===== src/rtl/jsu_pkg.sv =====
`timescale 1ns / 1ps
`default_nettype none
// ----------------------------------------------------------------------------
// jsu_pkg
// Types and codes shared by the JSON string unescaper.
// ----------------------------------------------------------------------------
package jsu_pkg;

  localparam int MaxResults = 3;

  localparam logic [1:0] KIND_BYTE = 2'd0;
  localparam logic [1:0] KIND_DONE = 2'd1;
  localparam logic [1:0] KIND_ERR  = 2'd2;

  localparam logic [2:0] ERR_NONE     = 3'd0;
  localparam logic [2:0] ERR_NO_QUOTE = 3'd1;
  localparam logic [2:0] ERR_CONTROL  = 3'd2;
  localparam logic [2:0] ERR_ESCAPE   = 3'd3;
  localparam logic [2:0] ERR_HEX      = 3'd4;
  localparam logic [2:0] ERR_UNTERM   = 3'd5;

  localparam logic [1:0] MODE_WAIT = 2'd0;
  localparam logic [1:0] MODE_BODY = 2'd1;
  localparam logic [1:0] MODE_ESC  = 2'd2;
  localparam logic [1:0] MODE_HEX  = 2'd3;

  typedef struct packed {
    logic [7:0] in_byte;
    logic       source_end;
  } in_t;

  typedef struct packed {
    logic [1:0] kind;
    logic [7:0] out_byte;
    logic [2:0] error_code;
    logic       last;
  } out_t;

  typedef struct packed {
    logic [1:0]               count;
    out_t [MaxResults-1:0]    res;
  } batch_t;

endpackage

`default_nettype wire


===== src/rtl/jsu_decode.sv =====
`timescale 1ns / 1ps
`default_nettype none
// ----------------------------------------------------------------------------
// jsu_decode
// Input register, decode state and per-byte result generation.
// ----------------------------------------------------------------------------
module jsu_decode
  import jsu_pkg::*;
(
  input  wire logic   clk,
  input  wire logic   rst,
  input  wire logic   in_valid,
  output logic        in_stall,
  input  wire in_t    in_data,
  output logic        batch_valid,
  input  wire logic   batch_take,
  output batch_t      batch
);

  logic        in_full;
  in_t         in_q;
  logic [1:0]  mode;
  logic [1:0]  hex_count;
  logic [15:0] code_unit;

  logic [1:0]  mode_next;
  logic [1:0]  hex_count_next;
  logic [15:0] code_unit_next;

  logic [7:0]  c;
  logic        src_end;
  logic        hex_ok;
  logic [3:0]  hex_val;
  logic        esc_ok;
  logic [7:0]  esc_val;
  logic [15:0] u;
  logic        advance;

  assign advance     = in_full && batch_take;
  assign in_stall    = in_full && !batch_take;
  assign batch_valid = in_full;
  assign c           = in_q.in_byte;
  assign src_end     = in_q.source_end;
  assign u           = {code_unit[11:0], hex_val};

  always_comb begin
    hex_ok  = 1'b1;
    hex_val = 4'd0;
    if (c >= 8'h30 && c <= 8'h39) begin
      hex_val = c[3:0];
    end else if ((c >= 8'h61 && c <= 8'h66) || (c >= 8'h41 && c <= 8'h46)) begin
      hex_val = c[3:0] + 4'd9;
    end else begin
      hex_ok = 1'b0;
    end
  end

  always_comb begin
    esc_ok  = 1'b1;
    esc_val = 8'h00;
    unique case (c)
      8'h22:   esc_val = 8'h22;
      8'h5C:   esc_val = 8'h5C;
      8'h2F:   esc_val = 8'h2F;
      8'h62:   esc_val = 8'h08;
      8'h66:   esc_val = 8'h0C;
      8'h6E:   esc_val = 8'h0A;
      8'h72:   esc_val = 8'h0D;
      8'h74:   esc_val = 8'h09;
      default: esc_ok = 1'b0;
    endcase
  end

  always_comb begin
    mode_next      = mode;
    hex_count_next = hex_count;
    code_unit_next = code_unit;
    batch          = '0;
    unique case (mode)
      MODE_WAIT: begin
        if (!src_end && c == 8'h22) begin
          mode_next = MODE_BODY;
        end else begin
          batch.count             = 2'd1;
          batch.res[0].kind       = KIND_ERR;
          batch.res[0].error_code = ERR_NO_QUOTE;
        end
      end
      MODE_BODY: begin
        priority if (src_end) begin
          mode_next               = MODE_WAIT;
          batch.count             = 2'd1;
          batch.res[0].kind       = KIND_ERR;
          batch.res[0].error_code = ERR_UNTERM;
        end else if (c == 8'h22) begin
          mode_next         = MODE_WAIT;
          batch.count       = 2'd1;
          batch.res[0].kind = KIND_DONE;
        end else if (c == 8'h5C) begin
          mode_next = MODE_ESC;
        end else if (c < 8'h20) begin
          mode_next               = MODE_WAIT;
          batch.count             = 2'd1;
          batch.res[0].kind       = KIND_ERR;
          batch.res[0].error_code = ERR_CONTROL;
        end else begin
          batch.count             = 2'd1;
          batch.res[0].kind       = KIND_BYTE;
          batch.res[0].out_byte   = c;
        end
      end
      MODE_ESC: begin
        priority if (!src_end && c == 8'h75) begin
          mode_next      = MODE_HEX;
          hex_count_next = 2'd0;
          code_unit_next = 16'h0000;
        end else if (!src_end && esc_ok) begin
          mode_next             = MODE_BODY;
          batch.count           = 2'd1;
          batch.res[0].kind     = KIND_BYTE;
          batch.res[0].out_byte = esc_val;
        end else begin
          mode_next               = MODE_WAIT;
          batch.count             = 2'd1;
          batch.res[0].kind       = KIND_ERR;
          batch.res[0].error_code = ERR_ESCAPE;
        end
      end
      MODE_HEX: begin
        priority if (src_end || !hex_ok) begin
          mode_next               = MODE_WAIT;
          hex_count_next          = 2'd0;
          code_unit_next          = 16'h0000;
          batch.count             = 2'd1;
          batch.res[0].kind       = KIND_ERR;
          batch.res[0].error_code = ERR_HEX;
        end else if (hex_count != 2'd3) begin
          hex_count_next = hex_count + 2'd1;
          code_unit_next = u;
        end else begin
          mode_next         = MODE_BODY;
          hex_count_next    = 2'd0;
          code_unit_next    = 16'h0000;
          batch.res[0].kind = KIND_BYTE;
          batch.res[1].kind = KIND_BYTE;
          batch.res[2].kind = KIND_BYTE;
          priority if (u[15:7] == 9'd0) begin
            batch.count           = 2'd1;
            batch.res[0].out_byte = u[7:0];
          end else if (u[15:11] == 5'd0) begin
            batch.count           = 2'd2;
            batch.res[0].out_byte = {3'b110, u[10:6]};
            batch.res[1].out_byte = {2'b10, u[5:0]};
          end else begin
            batch.count           = 2'd3;
            batch.res[0].out_byte = {4'b1110, u[15:12]};
            batch.res[1].out_byte = {2'b10, u[11:6]};
            batch.res[2].out_byte = {2'b10, u[5:0]};
          end
        end
      end
    endcase
    // any return to waiting clears the escape state
    if (mode_next == MODE_WAIT) begin
      hex_count_next = 2'd0;
      code_unit_next = 16'h0000;
    end
    unique case (batch.count)
      2'd1:    batch.res[0].last = 1'b1;
      2'd2:    batch.res[1].last = 1'b1;
      2'd3:    batch.res[2].last = 1'b1;
      default: ;
    endcase
  end

  always_ff @(posedge clk) begin
    if (rst) begin
      in_full   <= 1'b0;
      mode      <= MODE_WAIT;
      hex_count <= 2'd0;
      code_unit <= 16'h0000;
    end else begin
      if (!in_full || batch_take) begin
        in_full <= in_valid;
      end
      if (advance) begin
        mode      <= mode_next;
        hex_count <= hex_count_next;
        code_unit <= code_unit_next;
      end
    end
  end

  always_ff @(posedge clk) begin
    if (in_valid && !in_stall) begin
      in_q <= in_data;
    end
  end

endmodule

`default_nettype wire


===== src/rtl/jsu_outbuf.sv =====
`timescale 1ns / 1ps
`default_nettype none
// ----------------------------------------------------------------------------
// jsu_outbuf
// Result register holding up to three results, shifted out one per transaction.
// ----------------------------------------------------------------------------
module jsu_outbuf
  import jsu_pkg::*;
(
  input  wire logic   clk,
  input  wire logic   rst,
  input  wire logic   batch_valid,
  output logic        batch_take,
  input  wire batch_t batch,
  output logic        out_valid,
  input  wire logic   out_stall,
  output out_t        out_data
);

  logic [1:0]            count;
  out_t [MaxResults-1:0] res;
  logic                  pop;

  assign out_valid  = count != 2'd0;
  assign out_data   = res[0];
  assign pop        = out_valid && !out_stall;
  assign batch_take = (count == 2'd0) || (count == 2'd1 && !out_stall);

  always_ff @(posedge clk) begin
    if (rst) begin
      count <= 2'd0;
    end else if (batch_valid && batch_take) begin
      count <= batch.count;
    end else if (pop) begin
      count <= count - 2'd1;
    end
  end

  always_ff @(posedge clk) begin
    if (batch_valid && batch_take) begin
      res <= batch.res;
    end else if (pop) begin
      res[0] <= res[1];
      res[1] <= res[2];
    end
  end

endmodule

`default_nettype wire


===== src/rtl/json_string_unescape.sv =====
`timescale 1ns / 1ps
`default_nettype none
// ----------------------------------------------------------------------------
// json_string_unescape
// Byte-serial JSON string literal decoder with \uXXXX to UTF-8 expansion.
// ----------------------------------------------------------------------------
// Input channel in_valid/in_stall/in_data carries one source byte or an
// end-of-source mark per transaction. Output channel out_valid/out_stall/
// out_data carries decoded bytes, a finished mark or an error code, with
// last set on the final result caused by one input byte.
// An input byte passes through the input register and then the result register.
// Throughput is one byte per cycle while out_stall is low; only the fourth hex
// digit of a \u escape yields two or three results, and the result register
// sends those one per cycle, holding the input until the last is being sent.
// Opening quotes, backslashes and the first three hex digits yield nothing.
// Reset empties the input and result registers and returns the decoder to
// waiting for an opening quote. When out_stall is high the result register
// holds its contents and, once the input register is also full, in_stall
// is raised until results drain.
// ----------------------------------------------------------------------------
module json_string_unescape
  import jsu_pkg::*;
(
  input  wire logic clk,
  input  wire logic rst,
  input  wire logic in_valid,
  output logic      in_stall,
  input  wire in_t  in_data,
  output logic      out_valid,
  input  wire logic out_stall,
  output out_t      out_data
);

  logic   batch_valid;
  logic   batch_take;
  batch_t batch;

  jsu_decode u_decode (
    .clk         (clk),
    .rst         (rst),
    .in_valid    (in_valid),
    .in_stall    (in_stall),
    .in_data     (in_data),
    .batch_valid (batch_valid),
    .batch_take  (batch_take),
    .batch       (batch)
  );

  jsu_outbuf u_outbuf (
    .clk         (clk),
    .rst         (rst),
    .batch_valid (batch_valid),
    .batch_take  (batch_take),
    .batch       (batch),
    .out_valid   (out_valid),
    .out_stall   (out_stall),
    .out_data    (out_data)
  );

endmodule

`default_nettype wire

===== config.mk =====
export PLATFORM = sky130hd
export DESIGN_NAME = json_string_unescape
export DESIGN_NICKNAME = d
export VERILOG_FILES = /design/src/rtl/jsu_pkg.sv /design/src/rtl/jsu_decode.sv /design/src/rtl/jsu_outbuf.sv /design/src/rtl/json_string_unescape.sv
export SDC_FILE = /design/constraint.sdc
export NUM_CORES = 1
export LEC_CHECK = 0
export ABC_AREA = 0
export BUFFER_PORTS_ARGS = -buffer_cell sky130_fd_sc_hd__buf_2
export CAP_MARGIN = 15
export CORE_ASPECT_RATIO = 1.1
export CORE_MARGIN = 2
export CORE_UTILIZATION = 54
export CTS_CLUSTER_DIAMETER = 40
export DETAILED_ROUTE_END_ITERATION = 8
export HOLD_SLACK_MARGIN = 0.15
export PLACE_DENSITY_LB_ADDON = 0.1
export SETUP_SLACK_MARGIN = 0.05
export SYNTH_ARGS = -nofsm -noshare
export SYNTH_HDL_FRONTEND = slang
export SYNTH_SLANG_ARGS = --single-unit

===== constraint.sdc =====
create_clock -name clk -period 2.6 [get_ports clk]
set_input_delay 0.26 -clock clk [delete_from_list [all_inputs] [get_ports clk]]
set_output_delay 0.26 -clock clk [all_outputs]
set_load 0.01 [all_outputs]

==> results of run 1 <==
## through the flow
step	setup TNS (ns)	worst slack [ns]	hold WS (ns)	power, µW	util [%]
after detailed placement	0	0.01367	0.4381	1798	60.78
after floorplan	0	0.05527	0.3589	1659	-
after CTS	0	0.01234	0.1617	2585	65.99
after global placement	0	0.06367	0.4359	1788	60.78
after global routing	-0.05853	-0.01697	0.1950	2736	68.41
final	0	0.09817	0.1694	2617	68.41
## path summary, 6_finish.rpt
kind / startpoint / end / slack, ns / cells past startpoint
setup reg to reg: u_decode.c[7]$_DFFE_PP_ / u_decode.code_unit[2]$_SDFFE_PP0P_ / 0.1 / 7
hold reg to reg: u_decode.hex_count[1]$_SDFFE_PP0P_ / u_decode.hex_count[1]$_SDFFE_PP0P_ / 0.49 / 1
hold / removal: in_valid / u_decode.batch_valid$_SDFFE_PP0N_ / 0.17 / 3
setup / recovery: u_decode.c[7]$_DFFE_PP_ / u_decode.code_unit[2]$_SDFFE_PP0P_ / 0.1 / 7
## final cells by class
type | instances | share of cell area, %
flip-flops and latches | 58 | 38.82
inverters | 17 | 1.597
well taps | 77 | 2.411
clock inverters | 4 | 0.5636
multi-input cells | 220 | 40.73
clock buffers | 12 | 4.164
repair buffers | 67 | 11.71
## Yosys cell counts, types with 3 or more instances
library cell	n
buf_2	5
mux2_2	3
a22o_1	9
a31oi_1	4
nand2b_1	5
nor4_1	3
and3_1	4
a22o_2	3
mux2i_1	4
buf_4	16
dfxtp_1	19
nor2_1	22
a2bb2oi_1	3
ha_1	7
a22oi_1	3
nor3_1	7
o21ai_0	22
o211ai_1	5
a211oi_1	3
clkbuf_1	7
nor2b_1	3
nand3_1	5
edfxtp_1	39
a31o_2	3
a21oi_1	19
and2_1	4
inv_1	17
nor3b_1	5
nand2_1	30
## flip-flops by register name, indices dropped and copies added (netlist names)
| name | count |
|---|---|
| u_outbuf.res | 16 |
| u_decode.mode | 2 |
| u_decode.c | 8 |
| u_decode.batch_valid | 1 |
| u_decode.src_end | 1 |
| u_outbuf.out_data | 14 |
| u_decode.hex_count | 2 |
| u_outbuf.count | 2 |
| u_decode.code_unit | 12 |
## power by group
group          switching [µW]  internal, µW
Clock                     356           425
Combinational             370           260
Sequential               57.2          1150
## repair_timing
| action | CTS | global route |
|---|---|---|
| setup buffers | 0 | 4 |
| setup endpoints to repair | 21 | 38 |
| resized for setup | 4 | 22 |
| hold buffers | 9 | 0 |
| pin swaps | 0 | 6 |
| endpoints found under the hold margin | 9 | 0 |
## metal layers
metal | up-vias | routed length [µm]
li1 | 1324 | -
met1 | 1330 | 3570
met2 | 138 | 3796
met3 | 30 | 583
met4 | 0 | 329
met5 | - | 0
## critical path, cell delays in order (launching register included)
cell and delay, ns:
edfxtp_1 0.49, or3b_4 0.48, nor4_2 0.44, o31ai_4 0.12, a31o_2 0.26, a311oi_4 0.33, buf_12 0.18, a22o_1 0.14
## kinds of logic (layout without fill, tap and decap cells)
logic type               Yosys count  after routing  share of synthesized area, %
AND/OR/NAND/NOR                  104            104                         17.40
flip-flops                        58             58                         47.22
multiplexers                       7              7                         2.247
buffers and inverters             46            100                         7.502
adder cells (fa/ha/maj)            7              7                         2.666
AO/OA/AOI/OAI                    102            102                         22.96
==> out/metrics.cfg, run 1 <==
[routing]
ant_nets = 0
vias = 2822
drc = 0
drt_pre_antenna_iters = 5
drt_iter0_markers = 370
drt-vias-per-instance = 6.202
wire_per_inst_um = 18.20
drt-total-wl_um = 8279

[clocking]
cts_root_buf = clkbuf_8
clk-insertion-delay-late_ns = 0.34
cts_made_buffers = 9
clockBufferDepth = 2
cts_tree = yes
cts_htree_levels = 3
cts.sinks = 58
clk_pin_slew_worst_paths_ns = 0.07

[placement]
dpl-instance-area_um2 = 3551
dpl.hpwl_um = 5657
port-buffer-count = 28
dp_cells = 426
routabilityCongestion = 0.9193

[final_layout]
fin_area_um2 = 3996
drive_above_1_share_pct = 30.95
register_area_um2 = 1551
final_nets = 393
area_growth_pct = 21.63
final_common_cell = edfxtp_1
final_cell_mix = edfxtp_1 (39), nand2_1 (29), buf_4 (29)
multi_input_area_um2 = 1628
n_antenna_cell = 0
fin_cells = 455
fillers = 471

[yosys]
yosysWarnings = 0
synth_area_um2 = 3286
netlist-cell-type-count = 65
ys_ff_latch = 58
synth_top_area_share_pct = 35.64
synth_largest_area_cell = edfxtp_1
synth_edf_count = 39
syn_inst = 324
synthTopCellsByArea = edfxtp_1 (36%), dfxtp_1 (12%), buf_4 (3.7%), nand2_1 (3.4%), o21ai_0 (3.4%)
syn_nets = 344
syn_area_per_cell_um2 = 10.14
seq_area_frac_synth_pct = 47.22
yosys_most_used_dff = edfxtp_1
async_reset_ff_share_pct = 0

[timing]
finalSetupViolations = 0
hold_violations = 0
slew_headroom_pct = 49.42
rsz0062_at_grt = yes
drv_slew = 0
min_period_ns = 2.502
period_share_pct = 96.22
tightest_slew_ns = 0.7518
fin_worst_skew_ns = 0.009472
max_freq_mhz = 399.7

[power]
vdd_ir_drop_max_uv = 669.9
leakagePower_uw = 0.001557
cellPowerDensity_nw_per_um2 = 654.8

[worst_setup_path]
path_max_fanout = 14
required_ns = 2.88
start_kind = flop
cp.arrival_ns = 2.78
crit_type = flop to flop
cp-end-kind = flop

[grt]
grt_pass1_vias = 2652
grt_overflow_total = 0
grt_util_met2_pct = 40.52
grt.total_usage_pct = 26.26
grt_max_degree = 28
top_usage_layer = met2
antenna_found_initial = 0
grtUsageMet3_pct = 5.263
grt_pass1_wl_um = 13430
grt_use_met1_pct = 34.49

[floorplan]
core_um2 = 5842
ios = 29
initial_core_util_pct = 56.24
num_rows = 29
dieHeight_um = 85.81
die_x_um = 78.38
die_area_um2 = 6725

[hold_path]
hp-class = input pin to flop

[status]
status = completed

[flow_run]
cap_violations = 0

No activity file was read; power rests on OpenSTA's default activity.
==> run 2, diff against run 1 <==
--- a/config.mk
+++ b/config.mk
@@ -15,6 +15,7 @@
 export DETAILED_ROUTE_END_ITERATION = 8
 export HOLD_SLACK_MARGIN = 0.15
 export PLACE_DENSITY_LB_ADDON = 0.1
+export RECOVER_POWER = 50
 export SETUP_SLACK_MARGIN = 0.05
 export SYNTH_ARGS = -nofsm -noshare
 export SYNTH_HDL_FRONTEND = slang
==> run 2 against run 1 <==
Compared with the run above:
- register-to-register slack improved by 0.02 ns
- cell count unchanged
- total power shrank 0.65%
- clock skew is 0.00066 ns higher
- routed wire length is 0.13% higher
- core utilization shrank 0.39 points
- global-route usage stayed put
- via count rose by 0.21%
- clock power is essentially flat
- critical path depth is 2 higher
- sequential share of layout area is 0.22 points higher
==> out/metrics.cfg, run 2 (same netlist as run 1, synthesis figures left out) <==
[status]
status = completed  ; unchanged

[timing]
finalSetupViolations = 0  ; unchanged
hold_violations = 0  ; unchanged
tightest_slew_ns = 0.7538  ; was 0.7518 ns
fin_worst_skew_ns = 0.01013  ; was 0.009472 ns
tns_ns = 0  ; unchanged
setup_slack_ns = 0.1149  ; was 0.09817 ns
max_freq_mhz = 402.4  ; was 399.7 MHz
drv_slew = 0  ; unchanged
min_period_ns = 2.485  ; was 2.502 ns
period_share_pct = 95.58  ; was 96.22%
slew_headroom_pct = 49.28  ; was 49.42%
rsz0062_at_grt = yes  ; unchanged

[flow_run]
cap_violations = 0  ; unchanged

[clocking]
cts.sinks = 58  ; unchanged
clk_pin_slew_worst_paths_ns = 0.07  ; about the same
cts_made_buffers = 9  ; unchanged
cts_htree_levels = 3  ; unchanged
clockBufferDepth = 2  ; unchanged
clk-insertion-delay-late_ns = 0.34  ; about the same
cts_tree = yes  ; unchanged
cts_root_buf = clkbuf_8  ; unchanged

[power]
cellPowerDensity_nw_per_um2 = 654.2  ; was 654.8 nW/µm²
cell_internal_pwr_uw = 1816  ; was 1833 µW
seq_power_share_pct = 46.5  ; was 46.1%
power.switching_uw = 784.3  ; was 783.6 µW
p_sw_share_pct = 30.17  ; was 29.94%
p_clk_share_pct = 30.0  ; was 29.9%
leakagePower_uw = 0.001508  ; was 0.001557 µW
vdd_ir_drop_max_uv = 661.8  ; was 669.9 µV
share_comb_of_total_power_pct = 23.5  ; was 24.1%

[worst_setup_path]
start_kind = flop  ; unchanged
cp-end-kind = flop  ; unchanged
required_ns = 2.88  ; about the same
timing.rr.end = u_decode.code_unit[2]$_SDFFE_PP0P_  ; unchanged
rr_worst_depth = 9  ; was 7
path_buf_inv = 2  ; was 1
critical-path-max-stage-delay_ns = 0.47  ; was 0.49 ns
cp.arrival_ns = 2.77  ; was 2.78 ns
cp_cell_sequence = inv_2 -> ha_4 -> nand4b_1 -> nor3b_2 -> o31ai_4 -> a31o_2 -> a311oi_4 -> buf_12 -> a22o_1  ; was or3b_4 -> nor4_2 -> o31ai_4 -> a31o_2 -> a311oi_4 -> buf_12 -> a22o_1
path_delay_family = compound AO/OA/AOI/OAI gates  ; was simple AND/OR/NAND/NOR gates
timing.rr.start = u_decode.c[0]$_DFFE_PP_  ; was u_decode.c[7]$_DFFE_PP_
rrSetupSlack_ns = 0.11  ; was 0.1 ns
path_max_fanout = 14  ; unchanged
crit_type = flop to flop  ; unchanged
crit_path_top_delay_cell = edfxtp_1  ; unchanged

[hold_path]
hp-class = input pin to flop  ; unchanged
hold_path_end = u_decode.batch_valid$_SDFFE_PP0N_  ; unchanged
worstHoldStart = in_valid  ; unchanged
hold_depth = 3  ; unchanged

[grt]
grt_pass1_wl_um = 13430  ; unchanged
grt.total_usage_pct = 26.26  ; unchanged
grt_pass1_vias = 2652  ; unchanged
grt_max_degree = 28  ; unchanged
grt_overflow_total = 0  ; unchanged
antenna_found_initial = 0  ; unchanged

[floorplan]
num_rows = 29  ; unchanged
die_x_um = 78.38  ; unchanged
dieHeight_um = 85.81  ; unchanged
initial_core_util_pct = 56.24  ; unchanged
core_um2 = 5842  ; unchanged
die_area_um2 = 6725  ; unchanged
ios = 29  ; unchanged

[final_layout]
final_common_cell = edfxtp_1  ; unchanged
fillers = 486  ; was 471
final_nets = 393  ; unchanged
drive_above_1_share_pct = 26.72  ; was 30.95%
multi_input_area_um2 = 1628  ; unchanged
largest_reg_flops = 16  ; unchanged
register_area_um2 = 1551  ; unchanged
fin_cells = 455  ; unchanged
final_util_pct = 68.02  ; was 68.41%
n_antenna_cell = 0  ; unchanged
fin_area_um2 = 3974  ; was 3996 µm²
regMostFlops = u_outbuf.res  ; unchanged
area_growth_pct = 20.94  ; was 21.63%
final_cell_mix = edfxtp_1 (39), nand2_1 (29), buf_4 (28)  ; was edfxtp_1 (39), nand2_1 (29), buf_4 (29)

[placement]
routabilityCongestion = 0.9193  ; unchanged
dpl-instance-area_um2 = 3551  ; unchanged
dpl.hpwl_um = 5657  ; unchanged
dp_cells = 426  ; unchanged
port-buffer-count = 28  ; unchanged
place_ws_ns = 0.01367  ; unchanged

[routing]
drt-total-wl_um = 8290  ; was 8279 µm
vias = 2828  ; was 2822
drt-vias-per-instance = 6.215  ; was 6.202
drt_pre_antenna_iters = 5  ; unchanged
wire_per_inst_um = 18.22  ; was 18.20 µm
ant_nets = 0  ; unchanged
drt_iter0_markers = 375  ; was 370
drc = 0  ; unchanged

-- run 2: cell count changes in the layout (fill, tap and decap cells not counted), sizes merged --
cell    delta
buf       -17
clkbuf    +17
-- run 2: through the flow --
stage / total power, µW / hold slack, ns
after CTS: 2585 / 0.1617
after floorplan: 1659 / 0.3589
after global placement: 1788 / 0.4359
after detailed placement: 1798 / 0.4381
final: 2600 / 0.1715
after global routing: 2720 / 0.1950
-- run 2: cell type report --
class                           count  share of cell area (%)
Sequential cell                    58                   39.04
Inverter                           17                   1.606
Timing Repair Buffer               67                   11.21
Clock buffer                       12                   4.188
Tap cell                           77                   2.424
Multi-Input combinational cell    220                   40.96
Clock inverter                      4                  0.5668
-- run 2: power by group through the flow --
| stage | Clock, µW | Sequential (µW) | Combinational, µW |
|---|---|---|---|
| 4_1_cts | 787 | 1200 | 594 |
| 2_1_floorplan | 0 | 1200 | 455 |
| 6_report | 780 | 1210 | 611 |
| 3_5_place_dp | 0 | 1220 | 576 |
| 5_1_grt | 827 | 1220 | 673 |
| 3_3_place_gp | 0 | 1220 | 569 |
-- run 2: worst max path at each step --
| stage | slack [ns] | endpoint | depth (start not counted) | start |
|---|---|---|---|---|
| 2_1_floorplan | 0.06 | u_decode.code_unit[3]$_SDFFE_PP0P_ | 9 | u_decode.c[0]$_DFFE_PP_ |
| 4_1_cts | 0.01 | u_outbuf.res[35]$_SDFFCE_PP0P_ | 8 | u_decode.c[0]$_DFFE_PP_ |
| 6_report | 0.11 | u_decode.code_unit[2]$_SDFFE_PP0P_ | 9 | u_decode.c[0]$_DFFE_PP_ |
| 3_5_place_dp | 0.01 | u_outbuf.out_data[5]$_DFFE_PP_ | 8 | u_decode.c[1]$_DFFE_PP_ |
| 5_1_grt | -0.02 | u_decode.code_unit[10]$_SDFFE_PP0P_ | 9 | u_decode.c[0]$_DFFE_PP_ |
| 3_3_place_gp | 0.06 | u_outbuf.out_data[5]$_DFFE_PP_ | 8 | u_decode.c[1]$_DFFE_PP_ |
-- run 2: metal layers --
layer  track usage [%]  wire, µm  up-vias
li1                  -         -     1320
met1             34.49      3563     1346
met2             40.52      3780      132
met3             5.263       595       30
met4             15.31       350        0
met5                 0         0        -
-- run 2: repair_timing --
item,in CTS,in global routing
hold buffers,9,0
gates resized for setup,4,22
hold endpoints to repair,9,0
setup buffers,0,4
pin swaps,0,6
endpoints found under the setup margin,21,38
gates cloned,0,0
-- run 2: tightest hold or removal path, delay by kind of cell --
| kind | cells | cell delay [ns] |
|---|---|---|
| AOI/OAI and AO/OA | 1 | 0.06 |
| buffers and inverters | 2 | 0.15 |
